<file path="src/hdl/dwsi_pkg.sv">
`default_nettype none
package dwsi_pkg;

  // Default sizing of the store
  localparam int DWSI_CAPACITY   = 16;
  localparam int DWSI_VALUE_BITS = 32;

  // Operation codes of a request
  typedef enum logic [2:0] {
    KIND_PUSH_FRONT = 3'd0,
    KIND_PUSH_BACK  = 3'd1,
    KIND_POP_FRONT  = 3'd2,
    KIND_POP_BACK   = 3'd3,
    KIND_INSERT     = 3'd4,
    KIND_QUERY      = 3'd5
  } kind_t;

  // Completion codes of a result
  typedef enum logic [1:0] {
    ST_DONE  = 2'd0,
    ST_FULL  = 2'd1,
    ST_EMPTY = 2'd2
  } status_t;

  typedef struct packed {
    logic [2:0]         kind;
    logic signed [31:0] value;
  } req_t;

  typedef struct packed {
    logic signed [31:0] front_value;
    logic               is_empty;
    logic [4:0]         element_count;
    logic [1:0]         status;
  } rsp_t;

endpackage
`default_nettype wire

</file>
<file path="src/hdl/dwsi_cmp.sv">
`default_nettype none
module dwsi_cmp #(
  parameter int VALUE_BITS = dwsi_pkg::DWSI_VALUE_BITS
) (
  input  wire logic [VALUE_BITS-1:0] a,
  input  wire logic [VALUE_BITS-1:0] b,
  output logic                       lt
);
  import dwsi_pkg::*;

  // Signed less-than, shared by every step of the ordered walk
  assign lt = $signed(a) < $signed(b);

endmodule
`default_nettype wire

</file>
<file path="src/hdl/deque_with_sorted_insert.sv">
`default_nettype none
// Bounded double-ended queue of signed values with an ordered insert. A request is
// taken when start is high and busy is low; busy then stays high until the result
// has been shown. The result is on the result port for exactly one cycle, marked
// by done, and the receiver must take it then: it cannot stall the block. Push,
// pop and query requests go from acceptance through the execute and front-read
// states to done. An ordered insert walks the store one element per cycle through
// a single memory read port and a single shared comparator, then shifts the tail
// one element per cycle. A new request may be offered in the cycle after done.
module deque_with_sorted_insert #(
  parameter int CAPACITY   = dwsi_pkg::DWSI_CAPACITY,
  parameter int VALUE_BITS = dwsi_pkg::DWSI_VALUE_BITS
) (
  input  wire logic          clk,
  input  wire logic          rst,
  input  wire logic          start,
  output logic               busy,
  input  wire dwsi_pkg::req_t cmd,
  output logic               done,
  output dwsi_pkg::rsp_t     result
);
  import dwsi_pkg::*;

  localparam int IDX_W = (CAPACITY > 1) ? $clog2(CAPACITY) : 1;
  localparam int CNT_W = $clog2(CAPACITY + 1);
  localparam int SUM_W = $clog2(2 * CAPACITY);

  typedef enum logic [6:0] {
    S_IDLE  = 7'b0000001,
    S_EXEC  = 7'b0000010,
    S_WALK  = 7'b0000100,
    S_SHIFT = 7'b0001000,
    S_PLACE = 7'b0010000,
    S_FRONT = 7'b0100000,
    S_RESP  = 7'b1000000
  } state_t;

  state_t state, state_next;

  logic [IDX_W-1:0]      head, head_next;
  logic [CNT_W-1:0]      count, count_next;
  logic [CNT_W-1:0]      pos, pos_next;
  logic [CNT_W-1:0]      idx, idx_next;
  logic [2:0]            kind;
  logic [VALUE_BITS-1:0] val;
  status_t               st, st_next;

  logic [VALUE_BITS-1:0] mem [CAPACITY];
  logic [VALUE_BITS-1:0] rd_data;
  logic [CNT_W-1:0]      rd_off, wr_off;
  logic [IDX_W-1:0]      rd_addr, wr_addr;
  logic [VALUE_BITS-1:0] wr_data;
  logic                  we;

  logic [VALUE_BITS-1:0] cmp_a, cmp_b;
  logic                  lt;
  logic                  full, advance;
  logic [63:0]           in_ext;
  logic signed [63:0]    front_ext;
  logic [63:0]           cnt_ext;

  // Ring position of a logical offset from the front
  function automatic logic [IDX_W-1:0] slot(input logic [IDX_W-1:0] h,
                                            input logic [CNT_W-1:0] off);
    logic [SUM_W-1:0] s;
    s = SUM_W'(h) + SUM_W'(off);
    if (s >= SUM_W'(CAPACITY)) begin
      s = s - SUM_W'(CAPACITY);
    end
    return s[IDX_W-1:0];
  endfunction

  assign full   = (count == CNT_W'(CAPACITY));
  assign in_ext = {32'b0, cmd.value};

  // Share one comparator: the front is checked against the new value, later
  // elements the other way round
  always_comb begin
    if (pos == '0) begin
      cmp_a = val;
      cmp_b = rd_data;
    end else begin
      cmp_a = rd_data;
      cmp_b = val;
    end
  end

  dwsi_cmp #(.VALUE_BITS(VALUE_BITS)) u_cmp (
    .a  (cmp_a),
    .b  (cmp_b),
    .lt (lt)
  );

  assign advance = (pos == '0) ? !lt : ((pos < count) && lt);

  // Select memory offsets for the current step
  always_comb begin
    rd_off  = '0;
    wr_off  = CNT_W'(CAPACITY - 1);
    wr_data = val;
    we      = 1'b0;
    unique case (state)
      S_EXEC: begin
        if (!full && kind == KIND_PUSH_FRONT) begin
          we = 1'b1;
        end else if (!full && kind == KIND_PUSH_BACK) begin
          we     = 1'b1;
          wr_off = count;
        end
      end
      S_WALK: begin
        rd_off = advance ? pos + 1'b1 : count - 1'b1;
        we     = (pos == '0) && lt;
      end
      S_SHIFT: begin
        rd_off  = idx - CNT_W'(2);
        wr_off  = idx;
        wr_data = rd_data;
        we      = 1'b1;
      end
      S_PLACE: begin
        wr_off = pos;
        we     = 1'b1;
      end
      S_IDLE, S_FRONT, S_RESP: begin
      end
      default: begin
      end
    endcase
  end

  assign rd_addr = slot(head, rd_off);
  assign wr_addr = slot(head, wr_off);

  // Hold the store; read data is registered
  always_ff @(posedge clk) begin
    if (we) begin
      mem[wr_addr] <= wr_data;
    end
    rd_data <= mem[rd_addr];
  end

  // Sequence one request
  always_comb begin
    state_next = state;
    head_next  = head;
    count_next = count;
    pos_next   = pos;
    idx_next   = idx;
    st_next    = st;
    unique case (state)
      S_IDLE: begin
        if (start) begin
          state_next = S_EXEC;
          st_next    = ST_DONE;
        end
      end
      S_EXEC: begin
        state_next = S_FRONT;
        priority case (kind)
          KIND_PUSH_FRONT, KIND_PUSH_BACK, KIND_INSERT: begin
            if (full) begin
              st_next = ST_FULL;
            end else if (kind == KIND_PUSH_FRONT) begin
              head_next  = slot(head, CNT_W'(CAPACITY - 1));
              count_next = count + 1'b1;
            end else if (kind == KIND_PUSH_BACK) begin
              count_next = count + 1'b1;
            end else if (count == '0) begin
              state_next = S_PLACE;
              pos_next   = '0;
            end else begin
              state_next = S_WALK;
              pos_next   = '0;
            end
          end
          KIND_POP_FRONT: begin
            if (count == '0) begin
              st_next = ST_EMPTY;
            end else begin
              count_next = count - 1'b1;
              head_next  = (count == CNT_W'(1)) ? '0 : slot(head, CNT_W'(1));
            end
          end
          KIND_POP_BACK: begin
            if (count == '0) begin
              st_next = ST_EMPTY;
            end else begin
              count_next = count - 1'b1;
              if (count == CNT_W'(1)) begin
                head_next = '0;
              end
            end
          end
          default: begin
          end
        endcase
      end
      S_WALK: begin
        if ((pos == '0) && lt) begin
          // new value goes ahead of the front
          head_next  = slot(head, CNT_W'(CAPACITY - 1));
          count_next = count + 1'b1;
          state_next = S_FRONT;
        end else if (advance) begin
          pos_next = pos + 1'b1;
        end else if (count > pos) begin
          idx_next   = count;
          state_next = S_SHIFT;
        end else begin
          state_next = S_PLACE;
        end
      end
      S_SHIFT: begin
        idx_next = idx - 1'b1;
        if (idx - 1'b1 == pos) begin
          state_next = S_PLACE;
        end
      end
      S_PLACE: begin
        count_next = count + 1'b1;
        state_next = S_FRONT;
      end
      S_FRONT: begin
        state_next = S_RESP;
      end
      S_RESP: begin
        state_next = S_IDLE;
      end
      default: begin
        state_next = S_IDLE;
      end
    endcase
  end

  // Advance control state
  always_ff @(posedge clk) begin
    if (rst) begin
      state <= S_IDLE;
      head  <= '0;
      count <= '0;
      pos   <= '0;
      idx   <= '0;
      st    <= ST_DONE;
    end else begin
      state <= state_next;
      head  <= head_next;
      count <= count_next;
      pos   <= pos_next;
      idx   <= idx_next;
      st    <= st_next;
    end
  end

  // Capture the request
  always_ff @(posedge clk) begin
    if (state == S_IDLE && start) begin
      kind <= cmd.kind;
      val  <= in_ext[VALUE_BITS-1:0];
    end
  end

  // Drive the result during its single cycle
  assign front_ext = 64'(signed'(rd_data));
  assign cnt_ext   = 64'(count);
  assign busy      = (state != S_IDLE);
  assign done      = (state == S_RESP);

  always_comb begin
    result.front_value   = (count == '0) ? 32'sd0 : front_ext[31:0];
    result.is_empty      = (count == '0);
    result.element_count = cnt_ext[4:0];
    result.status        = st;
  end

endmodule
`default_nettype wire

</file>
<file path="config.mk">
export PLATFORM = sky130hd
export DESIGN_NAME = deque_with_sorted_insert
export DESIGN_NICKNAME = d
export VERILOG_FILES = /design/src/hdl/dwsi_pkg.sv /design/src/hdl/dwsi_cmp.sv /design/src/hdl/deque_with_sorted_insert.sv
export SDC_FILE = /design/constraint.sdc
export NUM_CORES = 1
export LEC_CHECK = 0
export BUFFER_PORTS_ARGS = -buffer_cell sky130_fd_sc_hd__buf_2
export CORE_AREA = 4 4 223 225
export CTS_CLUSTER_SIZE = 40
export DETAILED_ROUTE_END_ITERATION = 10
export DIE_AREA = 0 0 227 229
export PLACE_DENSITY = 0.76
export SYNTH_ARGS = -nofsm -noshare
export SYNTH_HDL_FRONTEND = slang
export SYNTH_HIERARCHICAL = 1
export SYNTH_SLANG_ARGS = --single-unit
</file>
<file path="constraint.sdc">
create_clock -name clk -period 13.2 [get_ports clk]
set_clock_uncertainty 0.05 [all_clocks]
set_input_delay 2.64 -clock clk [delete_from_list [all_inputs] [get_ports clk]]
set_output_delay 2.64 -clock clk [all_outputs]
set_load 0.1 [all_outputs]
</file>
# Word-level counts from Yosys, hierarchy flattened
# Memories as Yosys holds them, arrays and structs flattened. A register that Yosys moved wholly into a read port is not among the register bits.
# Index checks and enable logic that the tools add are counted.
# word_totals
ff_bits,63
mem_bits_rw,512
input_bits,38
output_inout_bits,42
word_cells,152
memories,1
# classes
add_sub_neg,13
magnitude_cmp,7
eq_ne,38
muxes,62
reduce_logical,23
# memory_table
name,words,word_bits,read_ports,rd_ports_with_merged_regs,write_ports,line_no,rtl
mem,16,32,1,1,1,deque_with_sorted_insert.sv:48,logic [VALUE_BITS-1:0] mem [CAPACITY];
# op_table
cell,count
32-bit 2-to-1 mux,4
5-bit 2-to-1 mux,19
4-bit 2-to-1 mux,11
7-bit case mux with 6 select lines,1
5-bit case mux with 2 select lines,4
32-bit < comparator,1
5-bit case mux with 3 select lines,2
7-bit 2-to-1 mux,4
"3-bit != test, second input constant",9
6-bit 2-to-1 mux,4
"5-bit >= comparator, second input constant",4
"2-bit != test, second input constant",10
"4-bit by 1-bit subtractor with 4-bit output, second input constant",4
4-bit case mux with 3 select lines,1
4-bit by 5-bit adder with 5-bit output,2
"5-bit by 1-bit adder with 5-bit output, second input constant",2
5-bit logical NOT,2
"5-bit by 1-bit subtractor with 5-bit output, second input constant",2
2-bit case mux with 2 select lines,2
4-bit case mux with 2 select lines,1
8-bit AND reduction,1
"7-bit by 1-bit equality test with 1-bit output, second input constant",1
"7-bit by 2-bit equality test with 1-bit output, second input constant",1
"7-bit by 3-bit equality test with 1-bit output, second input constant",1
35 further kinds,50

# Longest topological paths before layout
# Gate-level depths: netlist (run 1).
# logic_depth
word_depth,10
mapped_depth,29

# Hierarchy
# The synthesis (run 1) kept the hierarchy.
# by_module_without_submodules
module,n_inst,cells_each,area_per_inst_um2,seq_area_each_um2
deque_with_sorted_insert,1,1411,25140.4,17626.9
dwsi_cmp,1,110,777.0,0.0

# Least setup slack after synthesis (run 1)
# OpenSTA, ideal clock, no wires.
# synth_path
path_type,flip-flop to flip-flop
from,register pos[0]
to,"memory mem[10][0] in the netlist's numbering, enable pin"
arrival_time_ps,6241
slack_ps,6448
path_stages_with_launch,18
cell_sequence,dfxtp_1 -> inv_1 -> ha_1 -> nor4b_4 -> clkbuf_1 -> clkbuf_1 -> mux2_2 -> ha_1 -> a21o_1 -> a21o_1 -> a21oi_1 -> o21ai_1 -> a221o_1 -> mux2i_1 -> a31oi_1 -> o221a_2 -> or3_1 -> nor3_1
# synth_between
elab_chain_len,7
elab_cells_between_ends,13
# synth_rtl
item,line_no,rtl
from (decl),deque_with_sorted_insert.sv:42,"logic [CNT_W-1:0] pos, pos_next;"
from (signal assigned),deque_with_sorted_insert.sv:249,pos <= pos_next;
5-bit logical NOT,deque_with_sorted_insert.sv:79,if (pos == '0) begin
32-bit 2-to-1 mux,deque_with_sorted_insert.sv:79,
via cmp_a[21],deque_with_sorted_insert.sv:55,"logic [VALUE_BITS-1:0] cmp_a, cmp_b;"
32-bit < comparator,dwsi_cmp.sv:12,assign lt = $signed(a) < $signed(b);
via lt,deque_with_sorted_insert.sv:56,logic lt;
1-bit logical AND,deque_with_sorted_insert.sv:113,we = (pos == '0) && lt;
1-bit case mux with 3 select lines,deque_with_sorted_insert.sv:102,unique case (state)
1-bit 2-to-1 mux,deque_with_sorted_insert.sv:137,if (we) begin
1-bit 2-to-1 mux (implied by the code),deque_with_sorted_insert.sv:138,mem[wr_addr] <= wr_data;
to (decl),deque_with_sorted_insert.sv:48,
# The timed path passes the listed nets, and every way through them passes these cells.

# Worst setup path after layout (run 1)
# layout_path
from,register pos[0]
to,"register rd_data[12], read port of mem"
# layout_between
elab_chain_len,10
elab_cells_between_ends,15
# layout_rtl
item,line_no,rtl
5-bit logical NOT (*),deque_with_sorted_insert.sv:79,
32-bit 2-to-1 mux (*),deque_with_sorted_insert.sv:79,
via cmp_a[2],deque_with_sorted_insert.sv:55,
32-bit < comparator (*),dwsi_cmp.sv:12,
via lt,deque_with_sorted_insert.sv:56,
1-bit logical AND / 1-bit logical NOT (equally long branches),deque_with_sorted_insert.sv:94,assign advance = (pos == '0) ? !lt : ((pos < count) && lt);
1-bit 2-to-1 mux (*),deque_with_sorted_insert.sv:94,
5-bit 2-to-1 mux (*),deque_with_sorted_insert.sv:112,rd_off = advance ? pos + 1'b1 : count - 1'b1;
5-bit case mux with 2 select lines (*),deque_with_sorted_insert.sv:102,
4-bit by 5-bit adder with 5-bit output (*),deque_with_sorted_insert.sv:66,s = SUM_W'(h) + SUM_W'(off);
4-bit by 1-bit subtractor with 4-bit output / 5-bit >= comparator (equally long branches),"deque_with_sorted_insert.sv:68, deque_with_sorted_insert.sv:67",
4-bit 2-to-1 mux (*),deque_with_sorted_insert.sv:67,if (s >= SUM_W'(CAPACITY)) begin
to (decl),deque_with_sorted_insert.sv:49,logic [VALUE_BITS-1:0] rd_data;
# Mark *: on every way through the listed nets, which the timed path passes. The rest lies on a longest branch.
# A chain may end at the register's enable or synchronous reset.

==> results.json, run 1 <==
{
  "cp-end-kind": "register",
  "hp-start": "st[1]",
  "layoutNonFillerInstCount": 2278,
  "synth_top_area_share_pct": 63.4,
  "ff2ff_path_depth": 24,
  "syn_avg_cell_area_um2": 17.0,
  "cts_buffer_depth": 3,
  "hold_class": "register to register",
  "yosys-top-cells-count": "edfxtp_1, nand2_1, mux4_2",
  "start_util_pct": 54.5,
  "grt_antenna_before_repair": 0,
  "cellPowerDensity_nw_per_um2": 140,
  "synth.distinct_cells": 70,
  "cts_buffers": 59,
  "worst_slew_pin_slew_ns": 1.05,
  "setup_tns_ns": 0,
  "nNetsFinal": 1706,
  "overflow": 0,
  "routed_wl_mm": 58.0,
  "ff_latch_area_um2": 17600,
  "hpwl_mm": 31.6,
  "numPortBuffers": 79,
  "synthTopCellsByArea": "edfxtp_1, mux4_2, dfxtp_1, mux2i_1, mux2_2",
  "syn_inst": 1521,
  "fmax_mhz": 111,
  "finalCritPeriodShare_pct": 68.5,
  "grt_pass1_wl_mm": 87.9,
  "yosysMostFrequentCell": "edfxtp_1",
  "htreeDepth": 2,
  "drt_iter0_markers": 1527,
  "post_cts.repair.setup_buffers": 0,
  "multiInputGateArea_um2": 7910,
  "post-place-ws_ns": 4.39,
  "status": "finished, final reports clean",
  "whs_endpoint": "st[1]",
  "worstPathMaxFanout": 70,
  "yosys.area.top_type": "edfxtp_1",
  "cap_violations": 0,
  "ir_drop_mv": 0.120,
  "drc": 0,
  "worstReg2RegEnd": "rd_data[12]",
  "setup_ws_ns": 4.15,
  "clkLatencyLatePin_ns": 0.63,
  "routabilityCongestion": 0.860,
  "via_count": 14082,
  "wl_per_cell_um": 25.5,
  "drv_slew": 0,
  "maxSlewHeadroom_pct": 30.2,
  "die_area_um2": 52000,
  "layout-drive-gt1-share_pct": 25.3,
  "p_leak_nw": 9.87,
  "hold_depth": 2,
  "tritoncts": "yes",
  "setup_violations": 0,
  "syn-num-nets": 1614,
  "routed_via_density": 6.18,
  "start_kind": "register",
  "holdBufCountCts": 0,
  "synthArstFlopShare_pct": 0,
  "die_y_um": 229,
  "antennaDiodeCount": 0,
  "clkSlewWorstSetupHoldPaths_ns": 0.06,
  "ff2ff_setup_slack_ns": 4.15,
  "cts_root_buf": "clkbuf_16",
  "track_usage_pct": 22.5,
  "utilization_pct": 61.2,
  "synth_seq_cells": 607,
  "cp.required_ns": 13.63,
  "yosysWarnings": 6,
  "crit_type": "register to register",
  "core-area_um2": 47500,
  "postRouteAntennaNets": 0,
  "fillers": 3295,
  "ys_seq_area_share_pct": 68.0,
  "dieWidth_um": 227,
  "synth_flop_cell": "edfxtp_1",
  "placed_cells": 2167,
  "first_global_vias": 14141,
  "fp-row-count": 80,
  "hold_violations": 0,
  "io_pins": 80,
  "critPathArrivalTime_ns": 9.47,
  "fin_crit_ns": 9.05,
  "syn_to_final_growth_pct": 12.3,
  "rsz0062_at_grt": "false",
  "cts_resized": 0,
  "grt_start_max_net_pins": 97,
  "syn_area_um2": 25900,
  "r2r-start": "pos[0]",
  "dr.pass1.iters": 5,
  "clkSinkCount": 607,
  "synth_edf_count": 547
}
cell type report:
type,count,area share [%]
tap,615,2.64
clock buffer,76,5.50
inverter,53,0.683
multi-input combinational,785,27.2
sequential,607,60.5
timing repair buffer,107,2.12
clock inverter,35,1.34
registers in the layout (all words and copies together), names as in the netlist:
| signal | flops |
|---|---|
| idx | 5 |
| head | 4 |
| mem | 512 |
| kind | 3 |
| pos | 5 |
| rd_data | 32 |
| count | 5 |
| st | 2 |
| val | 32 |
| state | 7 |
where the power goes:
part	total, W	internal [W]	switching [W]
Clock	0.00171	0.000996	0.000714
Combinational	0.000223	0.0000697	0.000154
Sequential	0.00214	0.00212	0.0000182
stage by stage:
stage                     area, µm²  total power, W  hold WS (ns)
after CTS                     29100         0.00410         0.403
after floorplan               25900         0.00233         0.415
after global placement        27100         0.00239         0.393
after detailed placement      27100         0.00240         0.394
after global routing          29100         0.00421         0.431
final                         29100         0.00407         0.401
cell families (layout without fill, tap and decap cells):
logic type / after synthesis / in the layout / share of synthesized area, %
xor gates and xnor gates: 24 / 24 / 0.811
adders and majority gates: 55 / 55 / 2.71
and+or+nand+nor: 294 / 294 / 5.57
buffers and inverters: 129 / 271 / 1.97
muxes: 294 / 294 / 17.9
DFF: 607 / 607 / 68.0
AOI/OAI and AO/OA: 118 / 118 / 3.07
worst max-delay path, stage by stage, from the launching register on:
cell	delay (ns)
dfxtp_1	0.37
inv_1	0.14
ha_1	0.16
nor4b_4	0.18
buf_4	0.78
mux2_2	0.43
ha_1	0.32
a211o_1	0.26
a31oi_1	0.22
o221ai_1	0.27
a21oi_1	0.50
o21ai_1	0.18
mux2i_1	0.40
inv_1	0.17
a211oi_1	0.24
a22o_1	0.45
nor2_1	0.08
a21oi_1	0.15
o22ai_1	0.13
ha_4	0.22
fa_4	1.45
buf_4	0.84
mux4_2	0.43
mux2i_1	0.22
mux2i_1	0.11
cell usage in the layout (no fill, tap or decap), types with 7 or more instances in the layout:
cell type  instances
mux2_2            66
clkinv_2           7
inv_1             52
edfxtp_1         547
clkinv_1          13
nor2_1            33
a21oi_1           43
clkbuf_16         60
ha_1              52
nand2_1          133
nand4_1           12
nor2b_1           39
mux4_2           128
nor3_2            16
o21ai_0           15
dfxtp_1           60
nand3_1           14
xnor2_1           17
bufinv_16          7
mux2i_1          100
clkbuf_1          12
buf_2             79
buf_4             27
nor3_1            10
metal layers:
layer  vias up  GRT usage (%)  share of wire, %
met1      7207           32.8                41
met5         -              0                 0
met2       610           35.4                49
li1       6156              -                 -
met4         0           6.47               2.5
met3       109           3.83               7.8
worst max-delay path by stage:
| stage | from | to | slack [ns] | cells after the start |
|---|---|---|---|---|
| global placement | pos[0] | rd_data[8] | 4.58 | 24 |
| detailed placement | pos[0] | rd_data[15] | 4.39 | 24 |
| CTS | pos[0] | rd_data[12] | 4.16 | 24 |
| floorplan | pos[0] | mem[10][0] | 6.45 | 17 |
| finish | pos[0] | rd_data[12] | 4.15 | 24 |
| global route | pos[0] | rd_data[12] | 3.74 | 24 |
Power figures use the tool's default switching activity.
==> run 2: changes to the inputs <==
Settings changed: PLACE_DENSITY 0.76 to 0.79.
Clock period 13.2 ns to 8.25 ns, I/O delays scaled along.
==> results.json, run 2 (same netlist as run 1, synthesis figures left out) <==
{
  "status": "finished, final reports clean",
  "layout-drive-gt1-share_pct": 25.7,
  "worst_slew_pin_slew_ns": 1.28,
  "cts_buffer_depth": 3,
  "start_util_pct": 54.5,
  "p_leak_nw": 9.92,
  "hpwl_mm": 33.5,
  "wl_per_cell_um": 26.3,
  "post_cts.repair.setup_buffers": 0,
  "via_count": 14401,
  "setup_violations": 0,
  "worstPathMaxFanout": 32,
  "dieWidth_um": 227,
  "regMostFlops": "mem",
  "nNetsFinal": 1717,
  "reg.largest.list": "mem (512), rd_data (32), val (32)",
  "fp-row-count": 80,
  "die_area_um2": 52000,
  "utilization_pct": 61.5,
  "crit_type": "register to register",
  "holdBufCountCts": 0,
  "die_y_um": 229,
  "cellPowerDensity_nw_per_um2": 219,
  "tritoncts": "yes",
  "ir_drop_mv": 0.229,
  "rsz0062_at_grt": "false",
  "hold_violations": 0,
  "critPathArrivalTime_ns": 8.21,
  "fmax_mhz": 129,
  "cp-end-kind": "register",
  "first_global_vias": 14855,
  "grt_antenna_before_repair": 0,
  "cts_root_buf": "clkbuf_16",
  "grt_start_max_net_pins": 75,
  "fin_crit_ns": 7.73,
  "hold_class": "register to register",
  "track_usage_pct": 23.6,
  "cts_resized": 0,
  "setup_tns_ns": 0,
  "largest_reg_flops": 512,
  "core-area_um2": 47500,
  "overflow": 0,
  "numPortBuffers": 79,
  "fillers": 3223,
  "routed_via_density": 6.29,
  "syn_to_final_growth_pct": 12.8,
  "start_kind": "register",
  "drv_slew": 0,
  "routabilityCongestion": 0.882,
  "clkLatencyLatePin_ns": 0.65,
  "maxSlewHeadroom_pct": 14.3,
  "clkSlewWorstSetupHoldPaths_ns": 0.06,
  "finalCritPeriodShare_pct": 93.8,
  "io_pins": 80,
  "postRouteAntennaNets": 0,
  "cap_violations": 0,
  "final_common_cell": "edfxtp_1",
  "grt_pass1_wl_mm": 92.3,
  "antennaDiodeCount": 0,
  "cp.required_ns": 8.73,
  "htreeDepth": 2,
  "clkSinkCount": 607,
  "drt_iter0_markers": 1465,
  "cts_buffers": 60,
  "dr.pass1.iters": 5,
  "drc": 0,
  "layout_common_cells": "edfxtp_1, nand2_1, mux4_2, mux2i_1, buf_2",
  "routed_wl_mm": 60.2
}
==> run 2: changes by cell type in the layout (fill, tap and decap cells not counted), sizes merged <==
| cell | change |
|---|---|
| buf | +10 |
| clkbuf | +8 |
| inv | -1 |
| bufinv | -5 |
| clkinv | +1 |
==> run 2: per-stage QoR <==
stage	cells	total power, W	worst slack, ns	cell area, µm²	hold slack, ns
4_1_cts	2291	0.00644	0.579	29200	0.412
2_1_floorplan	1521	0.00373	1.50	25900	0.415
3_5_place_dp	2177	0.00384	0.735	27300	0.405
6_report	2291	0.00641	0.516	29200	0.407
3_3_place_gp	2177	0.00383	0.980	27300	0.392
5_1_grt	2291	0.00662	0.118	29200	0.444
==> run 2: worst paths after layout <==
path	from	to	slack, ns	cells after the start
worst max-delay path	pos[0]	rd_data[31]	0.52	26
worst min-delay path	st[1]	st[1]	0.41	2
worst max register to register	pos[0]	rd_data[31]	0.52	26
worst min register to register	st[1]	st[1]	0.41	2
==> run 2: layer usage <==
metal / global-route usage [%] / vias to the layer above / wire length [µm] / part of all wire (%)
met1: 32.3 / 7406 / 23100 / 38
met2: 39.8 / 701 / 30700 / 51
met3: 3.82 / 97 / 5120 / 8.5
li1: - / 6197 / - / -
met4: 6.30 / 0 / 1350 / 2.2
met5: 0 / - / 0 / 0
==> run 2: final cells by class <==
class                           count  area, µm²  share of cell area [%]
Clock buffer                       84       1650                    5.65
Clock inverter                     30        264                   0.903
Inverter                           53        199                   0.680
Multi-Input combinational cell    785       7910                    27.1
Sequential cell                   607      17600                    60.3
Tap cell                          615        769                    2.63
Timing Repair Buffer              117        818                    2.80
==> run 2: power breakdown <==
group          internal (W)  total [W]  switching, W
Clock               0.00147    0.00263       0.00116
Combinational      0.000114   0.000361      0.000248
Sequential          0.00339    0.00342     0.0000307
Total               0.00497    0.00641       0.00144
==> run 2: worst max-delay path, cell delays in order (launching register included) <==
cell	delay [ns]
dfxtp_1	0.39
inv_1	0.14
ha_1	0.16
nor4b_4	0.32
buf_4	0.47
mux2_2	0.40
ha_1	0.31
a211o_1	0.26
a31oi_1	0.16
o221ai_1	0.20
a21oi_1	0.42
o21ai_1	0.19
mux2i_1	0.47
inv_1	0.18
a211oi_1	0.23
a22o_1	0.45
nor2_1	0.10
a21oi_1	0.13
o22ai_1	0.08
ha_1	0.44
nand3_1	0.15
a21oi_1	0.36
nor4b_1	0.10
mux2_2	0.30
nor3_4	0.16
buf_4	0.67
mux2i_1	0.30
